===== config.mk =====
export PLATFORM = sky130hd
export DESIGN_NAME = dsc_cell
export DESIGN_NICKNAME = d
export VERILOG_FILES = /design/src/rtl/dsc_pkg.sv /design/src/rtl/dsc_cell.sv
export SDC_FILE = /design/constraint.sdc
export NUM_CORES = 1
export LEC_CHECK = 0
export ABC_AREA = 1
export BUFFER_PORTS_ARGS = -buffer_cell sky130_fd_sc_hd__buf_2
export CAP_MARGIN = 25
export CELL_PAD_IN_SITES_DETAIL_PLACEMENT = 1
export CELL_PAD_IN_SITES_GLOBAL_PLACEMENT = 2
export CORE_ASPECT_RATIO = 1.5
export CORE_MARGIN = 1
export CORE_UTILIZATION = 27
export DETAILED_ROUTE_END_ITERATION = 16
export GPL_ROUTABILITY_DRIVEN = 0
export MAX_ROUTING_LAYER = met4
export PLACE_DENSITY = 0.92
export SYNTH_ARGS = -nofsm -noshare
export SYNTH_HDL_FRONTEND = slang
export SYNTH_SLANG_ARGS = --single-unit
export TNS_END_PERCENT = 30

===== constraint.sdc =====
create_clock -name clk -period 3.1 [get_ports clk]
set_input_delay 0.155 -clock clk [delete_from_list [all_inputs] [get_ports clk]]
set_output_delay 0.155 -clock clk [all_outputs]
set_load 0.02 [all_outputs]

===== src/rtl/dsc_pkg.sv =====
`timescale 1ns / 1ps
`default_nettype none
// ----------------------------------------------------------------------------
// dsc_pkg: shared types and constants of the subsequence counter
// Character width, result width, operation codes, result flag positions and
// the control word that is broadcast along the row of cells.
// ----------------------------------------------------------------------------
package dsc_pkg;

  localparam int CH_W        = 8;
  localparam int OUT_COUNT_W = 64;

  // Operation codes carried in the input tuser bit.
  localparam logic OP_LOAD = 1'b0;
  localparam logic OP_TEXT = 1'b1;

  // Bit positions of the flags in the output tuser field.
  localparam int USER_SAT_BIT = 0;
  localparam int USER_REJ_BIT = 1;
  localparam int OUT_USER_W   = 2;

  // Control word shared by every cell for the word being accepted.
  typedef struct packed {
    logic            load;  // append a pattern character (pattern not full)
    logic            text;  // process a text character
    logic [CH_W-1:0] ch;
  } dsc_ctl_t;

endpackage
`default_nettype wire


===== src/rtl/dsc_cell.sv =====
`timescale 1ns / 1ps
`default_nettype none
// ----------------------------------------------------------------------------
// dsc_cell: one pattern position of the counter row
// Holds one pattern character, its valid bit and the saturating count of the
// prefix that ends at this character.
// ----------------------------------------------------------------------------
module dsc_cell #(
  parameter int COUNT_WIDTH = 64
) (
  input  wire                        clk,
  input  wire                        rst_n,
  input  wire  dsc_pkg::dsc_ctl_t    ctl,
  // Character and valid bit of the neighbor that holds a later pattern
  // position; they move one cell deeper on a load.
  input  wire  [dsc_pkg::CH_W-1:0]   shift_char_i,
  input  wire                        shift_valid_i,
  // Count of the shorter prefix, held by the neighbor on the other side.
  input  wire  [COUNT_WIDTH-1:0]     pred_count_i,
  input  wire                        pred_valid_i,
  output logic [dsc_pkg::CH_W-1:0]   char_o,
  output logic                       valid_o,
  output logic [COUNT_WIDTH-1:0]     count_o,
  output logic [COUNT_WIDTH-1:0]     count_nxt_o
);
  import dsc_pkg::*;

  logic [CH_W-1:0]        char_r;
  logic                   valid_r;
  logic [COUNT_WIDTH-1:0] count_r;
  logic [COUNT_WIDTH-1:0] count_nxt;
  logic [COUNT_WIDTH-1:0] pred;
  logic [COUNT_WIDTH:0]   sum;

  // A missing predecessor stands for the empty prefix, whose count is one.
  assign pred = pred_valid_i ? pred_count_i : COUNT_WIDTH'(1);
  assign sum  = {1'b0, count_r} + {1'b0, pred};

  always_comb begin
    count_nxt = count_r;
    if (ctl.load) begin
      count_nxt = '0;
    end else if (ctl.text && valid_r && (char_r == ctl.ch)) begin
      count_nxt = sum[COUNT_WIDTH] ? '1 : sum[COUNT_WIDTH-1:0];
    end
  end

  always_ff @(posedge clk) begin
    if (!rst_n) begin
      valid_r <= 1'b0;
      count_r <= '0;
    end else begin
      count_r <= count_nxt;
      if (ctl.load) begin
        valid_r <= shift_valid_i;
      end
    end
  end

  always_ff @(posedge clk) begin
    if (ctl.load) begin
      char_r <= shift_char_i;
    end
  end

  assign char_o      = char_r;
  assign valid_o     = valid_r;
  assign count_o     = count_r;
  assign count_nxt_o = count_nxt;

endmodule
`default_nettype wire


After elaboration in Yosys (flattened, before gate mapping)
Cells that the tools add are included.

cells by class
  muxes and demuxes = 4
  eq/ne operators = 1
  reduce and logical (&&, ||, !) cells = 2
  $add $sub $neg = 1

operator list
  kind                                       count
  64-bit two-way mux                         4
  64-bit by 64-bit adder with 65-bit output  1
  8-bit equality test                        1
  1-bit logical AND                          2

storage, ports and cells
  word-level logic and storage cells = 11
  register bits = 73
  output and inout port bits = 137
  bits of input ports = 86

Depth between registers and ports, before layout
Gate-level depths: netlist of run 1.

  depth in word-level cells = 5
  gate-level depth with buffers = 20
  gate-level depth less buffers = 18

Worst setup path after synthesis of run 1
No wires, ideal clock.

  kind = input -> output
  start = input pred_valid_i
  end = output count_nxt_o[59]
  stages on the path = 20
  buffers on the path = 3
  data required time = 2.945 ns
  slack = 0.323 ns
  arrival time = 2.622 ns
  path through = clkbuf_1 > clkbuf_1 > nand2_1 > ha_1 > fa_1 > nand2_1 > nand2_1 > nand3b_2 > nand2_2 > nand2_2 > nand2_2 > nand2_2 > nand2_2 > nand2_2 > nand2_2 > nor2_4 > buf_12 > nand3_2 > nand2_2 > inv_1

between the ends
  cells in the longest elaborated chain, start to end = 5

ends and longest elaborated chain
  item                                       line            text
  from (decl)                                dsc_cell.sv:20  input wire pred_valid_i,
  64-bit two-way mux                         dsc_cell.sv:36  assign pred = pred_valid_i ? pred_count_i : COUNT_WIDTH'(1);
  64-bit by 64-bit adder with 65-bit output  dsc_cell.sv:37  assign sum = {1'b0, count_r} + {1'b0, pred};
  64-bit two-way mux                         dsc_cell.sv:44  count_nxt = sum[COUNT_WIDTH] ? '1 : sum[COUNT_WIDTH-1:0];
  64-bit two-way mux                         dsc_cell.sv:43  end else if (ctl.text && valid_r && (char_r == ctl.ch)) begin
  64-bit two-way mux                         dsc_cell.sv:41  if (ctl.load) begin
  to (decl)                                  dsc_cell.sv:24  output logic [COUNT_WIDTH-1:0] count_nxt_o

Every way passes these cells.

Final worst setup path of run 1
  start = register count_r[0], in the netlist count_o[0]
  end = output count_nxt_o[63]

between the ends
  cells in the longest elaborated chain, start to end = 4

ends and longest elaborated chain
  item                                       line            text
  from (decl)                                dsc_cell.sv:30  logic [COUNT_WIDTH-1:0] count_r;
  from (signal assigned)                     dsc_cell.sv:53  count_r <= count_nxt;
  64-bit by 64-bit adder with 65-bit output  dsc_cell.sv:37
  64-bit two-way mux                         dsc_cell.sv:44
  64-bit two-way mux                         dsc_cell.sv:43
  64-bit two-way mux                         dsc_cell.sv:41

Every way passes these cells.

==> results of run 1 <==
-- how the worst max path moves through the flow --
stage | end | slack [ns]
2_1_floorplan | count_nxt_o[59] | 0.32
3_3_place_gp | count_nxt_o[51] | 0.13
3_5_place_dp | count_nxt_o[38] | 0.11
4_1_cts | count_nxt_o[43] | 0.004
5_1_grt | count_nxt_o[63] | -0.03
6_report | count_nxt_o[63] | 0.09
-- critical path: stages, from the launching register on --
cell and delay, ns:
dfxtp_2 0.34, ha_4 0.18, fa_2 0.36, nand2_2 0.09, nand2_2 0.07, nand3b_4 0.10
nand2_4 0.09, nand2_4 0.08, nand2_4 0.07, nand2_2 0.07, nand2_2 0.07, nand2_2 0.09
nand2_2 0.06, nor2_4 0.14, buf_4 0.13, buf_12 0.13, nand3_1 0.09, nand2_1 0.11
inv_1 0.04, buf_2 0.15
-- per-stage QoR --
step                instance area, µm²  power (mW)  utilization, %  std cells  hold WS, ns
floorplan                        10300        1.24               -       1987        0.254
global placement                 12100        1.41            32.3       2701        0.334
detailed placement               12100        1.41            32.3       2701        0.336
CTS                              12500        2.55            33.3       2727       0.0159
global route                     12900        2.64            34.4       2732       0.0558
finish                           12900        2.52            34.4       2732       0.0354
-- metal layers --
layer | vias to the layer above | GRT usage, % | wire length [µm]
met5 | - | - | 0
met3 | 101 | 2.75 | 1360
met4 | 0 | 14.5 | 2910
met1 | 5677 | 22.5 | 16600
li1 | 6299 | - | -
met2 | 265 | 44.1 | 23200
-- area by class of cell --
cell class | count | area (µm²) | area share, %
clock buffers | 10 | 229 | 1.77
multi-input cells | 1372 | 6950 | 53.8
well taps | 489 | 612 | 4.74
clock inverters | 6 | 58.8 | 0.455
inverters | 511 | 1920 | 14.9
flip-flops and latches | 73 | 1550 | 12.0
repair buffers | 271 | 1600 | 12.4
-- report_power, final --
part / total [mW] / internal [mW] / switching, mW
Combinational: 0.446 / 0.169 / 0.277
Clock: 1.11 / 0.618 / 0.489
Sequential: 0.972 / 0.965 / 0.00696
Total: 2.52 / 1.75 / 0.773
-- timing repair --
item | 4_1_cts | 5_1_grt
pin swaps | 1 | 3
setup buffers | 1 | 3
setup endpoints to repair | 60 | 64
resized for setup | 6 | 84
endpoints found under the hold margin | 9 | 0
hold buffers | 9 | 0
cloned | 0 | 2
-- flip-flops by register name (all words and copies together), names as in the netlist --
name and count:
count_o 64, char_o 8, valid_o 1
-- cell families after synthesis --
group                    share of synthesized area [%]
AO/OA/AOI/OAI                                     5.18
XOR/XNOR                                          2.82
adder cells (fa/ha/maj)                           8.00
AND/OR/NAND/NOR                                   48.6
buffers and inverters                             20.3
flip-flops                                        15.0
-- layout by cell type, fill, tap and decap left out, types with 16 or more instances in the layout --
| master | count |
|---|---|
| nand3_1 | 56 |
| inv_1 | 495 |
| buf_2 | 222 |
| ha_2 | 19 |
| buf_4 | 31 |
| nor2_1 | 178 |
| o21ai_0 | 59 |
| ha_1 | 38 |
| dfxtp_1 | 56 |
| nand2_1 | 754 |
| a21oi_1 | 35 |
| nor3_2 | 21 |
| nor3_1 | 16 |
| nor2_2 | 41 |
| nand2_2 | 45 |
| xnor2_1 | 27 |
==> impl_metrics.json, run 1 <==
{
  "status": "complete, no violations",
  "ant_nets": 0,
  "diodes": 0,
  "ff2ff_path_depth": 16,
  "chipWidth_um": 161,
  "rows": 87,
  "synth_top_area_cell": "nand2_1",
  "antenna_found_initial": 2,
  "drt-initial-drc-count": 370,
  "arrival_ns": 2.85,
  "rsz0062_at_grt": "true",
  "ir_drop_mv": 0.238,
  "final_layout_size_suffix_gt1_share_pct": 21.0,
  "tns_ns": 0,
  "seq_area_frac_synth_pct": 15.0,
  "synth.area.top_cells": "nand2_1 (28%), inv_1 (18%), dfxtp_1 (13%)",
  "via_count": 12300,
  "syn_inst": 1987,
  "cts.sinks": 73,
  "coreArea_mm2": 0.0376,
  "setup_viol": 0,
  "worstSetupPathType": "register to output port",
  "slew_headroom_pct": 47.5,
  "ys_warn_count": 0,
  "drv_cap": 0,
  "clk_latency_ns": 0.38,
  "hold_class": "input pin to register",
  "synth_edf_count": 8,
  "r2r_end": "count_o[34]",
  "start_util_pct": 27.3,
  "grtUsageTotal_pct": 23.3,
  "powerDensity_mw_per_mm2": 196,
  "cts_tree": "yes",
  "dp_hpwl_mm": 38.3,
  "drt_pass1_iterations": 4,
  "htreeDepth": 3,
  "numCtsBuffers": 9,
  "die_area_mm2": 0.0388,
  "synth.most_common_cell": "nand2_1",
  "max_freq_mhz": 333,
  "yosys.area.top_type_share_pct": 28.1,
  "r2r-start": "count_o[8]",
  "syn_to_final_growth_pct": 25.9,
  "hold_end": "valid_o",
  "clock-root-buffer": "clkbuf_16",
  "viasPerCell": 4.52,
  "slew_violations": 0,
  "min_period_ns": 3.01,
  "grt_overflow": 0,
  "synth-seq-cells": 73,
  "wl_per_cell_um": 16.1,
  "path_clk_slew_ns": 0.06,
  "grt_start_max_net_pins": 35,
  "critical_path_required_ns": 2.94,
  "yosys_most_used_dff": "dfxtp_1",
  "fp.dieH_um": 241,
  "min_path_cells": 3,
  "port_buffers": 222,
  "tightest_slew_ns": 0.787,
  "rrSetupSlack_ns": 0.63,
  "routed_wl_mm": 44.1,
  "hold_viol": 0,
  "critPathCaptureType": "output port",
  "drcViolationCount": 0,
  "syn_area_mm2": 0.0103,
  "start_kind": "register",
  "crit_fanout": 9,
  "leakagePower_nw": 8.36,
  "period_share_pct": 97.0,
  "fin_nets": 2389,
  "synth_fp_nets": 2138,
  "yosys.cell_types.count": 38,
  "first_global_vias": 12600,
  "async_flop_share_pct": 0,
  "n_fill_cell": 5286,
  "grt_pass1_wl_mm": 66.6,
  "place_ws_ns": 0.111,
  "avgSynthCellArea_um2": 5.16,
  "clock_skew_ns": 0.00773,
  "cts_max_path_buffers": 2,
  "startpoint": "count_o[0]",
  "hold_path.startpoint": "rst_n",
  "synthTopCellsByCount": "nand2_1 (767), inv_1 (495), nor2_1 (193), dfxtp_1 (65)",
  "setup_slack_ns": 0.0937,
  "num_io_pins": 223
}
(Power assumes the default switching activity.)
==> run 2, diff against run 1 <==
--- a/config.mk
+++ b/config.mk
@@ -17,6 +17,7 @@
 export GPL_ROUTABILITY_DRIVEN = 0
 export MAX_ROUTING_LAYER = met4
 export PLACE_DENSITY = 0.92
+export SETUP_SLACK_MARGIN = 0.3
 export SYNTH_ARGS = -nofsm -noshare
 export SYNTH_HDL_FRONTEND = slang
 export SYNTH_SLANG_ARGS = --single-unit
==> run 2 against run 1 <==
  * Combinational power rose by 11%
  * Critical path depth did not move
  * Setup slack improved by 0.083 ns
  * Clock skew is 0.0013 ns higher
  * First-iteration DRC count rose by 19%
  * Maximum frequency increased by 2.8%
  * Clock-buffer cell count unchanged
  * Power increased by 1.9%
  * Sequential share of layout area decreased by 0.77 points
  * Via count rose by 2.0%
  * Register-to-register slack hardly changed
  * Clock power is essentially flat
==> impl_metrics.json, run 2 (synthesized netlist as in run 1, its figures left out) <==
{
  "fin_nets": 2407,
  "drv_cap": 0,
  "layout_common_cells": "nand2_1 (716), inv_1 (482), buf_2 (203)",
  "min_path_cells": 3,
  "via_count": 12600,
  "utilization_pct": 37.0,
  "fp.dieH_um": 241,
  "powerDensity_mw_per_mm2": 185,
  "r2r_end": "count_o[59]",
  "path_clk_slew_ns": 0.06,
  "grt_pass1_wl_mm": 68.2,
  "rows": 87,
  "place_ws_ns": 0.111,
  "status": "complete, no violations",
  "rsz0062_at_grt": "true",
  "final_layout_size_suffix_gt1_share_pct": 26.5,
  "wl_per_cell_um": 16.6,
  "setup_slack_ns": 0.177,
  "num_io_pins": 223,
  "chipWidth_um": 161,
  "first_global_vias": 12800,
  "grt_overflow": 0,
  "critPathCaptureType": "output port",
  "max_freq_mhz": 342,
  "p_total_mw": 2.57,
  "worstSetupPathType": "register to output port",
  "cts.sinks": 73,
  "ir_drop_mv": 0.240,
  "die_area_mm2": 0.0388,
  "largest_reg_flops": 64,
  "setup_viol": 0,
  "grtUsageTotal_pct": 23.9,
  "cts_max_path_buffers": 2,
  "coreArea_mm2": 0.0376,
  "clk_latency_ns": 0.38,
  "slew_violations": 0,
  "viasPerCell": 4.58,
  "startpoint": "count_o[0]",
  "numCtsBuffers": 9,
  "arrival_ns": 2.77,
  "cp-endpoint": "count_nxt_o[49]",
  "start_kind": "register",
  "clock-root-buffer": "clkbuf_16",
  "ff2ff_path_depth": 19,
  "syn_to_final_growth_pct": 35.6,
  "grt_start_max_net_pins": 35,
  "hold_class": "input pin to register",
  "min_period_ns": 2.92,
  "tightest_slew_ns": 0.788,
  "leakagePower_nw": 8.55,
  "mostFrequentLayoutCell": "nand2_1",
  "cts_tree": "yes",
  "routed_wl_mm": 45.7,
  "port_buffers": 222,
  "drt_pass1_iterations": 5,
  "drt-initial-drc-count": 441,
  "diodes": 0,
  "holdWs_ns": 0.0336,
  "clock_skew_ns": 0.00900,
  "crit_fanout": 4,
  "period_share_pct": 94.3,
  "critical_path_required_ns": 2.94,
  "antenna_found_initial": 1,
  "htreeDepth": 3,
  "drcViolationCount": 0,
  "rrSetupSlack_ns": 0.64,
  "r2r-start": "count_o[0]",
  "start_util_pct": 27.3,
  "dp_hpwl_mm": 38.3,
  "slew_headroom_pct": 47.4,
  "tns_ns": 0,
  "ant_nets": 0,
  "hold_viol": 0
}
-- run 2: cell count changes in the layout (fill, tap and decap cells not counted), sizes merged --
cell | before | now
buf | 260 | 278
clkbuf | 12 | 11
nand2 | 804 | 805
-- run 2: how the worst min path moves through the flow --
stage	from	end	slack, ns
after floorplan	shift_char_i[0]	char_o[0]	0.25
after global placement	shift_char_i[5]	char_o[5]	0.33
after detailed placement	shift_char_i[3]	char_o[3]	0.34
after CTS	rst_n	valid_o	0.02
after global routing	rst_n	valid_o	0.06
final	rst_n	valid_o	0.03
-- run 2: cell type report --
| cell class | count | area (µm²) |
|---|---|---|
| flip-flops and latches | 73 | 1570 |
| repair buffers | 288 | 1860 |
| multi-input cells | 1373 | 7670 |
| inverters | 511 | 1920 |
| well taps | 489 | 612 |
| fillers | 5205 | 23600 |
| clock inverters | 6 | 58.8 |
| clock buffers | 10 | 229 |
-- run 2: power by group --
| part | internal [mW] | switching (mW) |
|---|---|---|
| sequential | 0.964 | 0.00706 |
| clock | 0.618 | 0.489 |
| combinational | 0.193 | 0.300 |
-- run 2: layer usage --
layer | up-vias | track usage [%] | share of wire (%)
met2 | 290 | 45.2 | 53
li1 | 6342 | - | -
met4 | 0 | 14.8 | 6.7
met3 | 112 | 2.82 | 3.1
met5 | - | - | 0
met1 | 5851 | 23.0 | 37
-- run 2: metrics by stage --
step	instance area [µm²]	cells
after global routing	13900	2750
after CTS	13000	2739
after floorplan	10300	1987
final	13900	2750
after detailed placement	12100	2701
after global placement	12100	2701
-- run 2: repair_timing --
| action | 4_1_cts | 5_1_grt |
|---|---|---|
| hold buffers | 9 | 0 |
| hold endpoints to repair | 9 | 0 |
| gates resized for setup | 92 | 194 |
| setup buffers | 11 | 9 |
| pin swaps | 11 | 35 |
| cloned | 2 | 2 |
| setup endpoints to repair | 64 | 64 |
-- run 2: worst max-delay path: stages, from the launching register on --
cell and delay (ns):
dfxtp_2 0.33, ha_4 0.16, fa_2 0.36, nand2_2 0.09
nand2_2 0.07, nand3b_4 0.10, nand2_4 0.08, nand2_4 0.09
nand2_4 0.08, nand2_4 0.09, nand2_4 0.05, nand2_4 0.07
nand2_4 0.05, nor2_4 0.17, buf_6 0.16, clkbuf_16 0.16
nand2_4 0.06, nand2_4 0.08, inv_2 0.03, buf_6 0.12
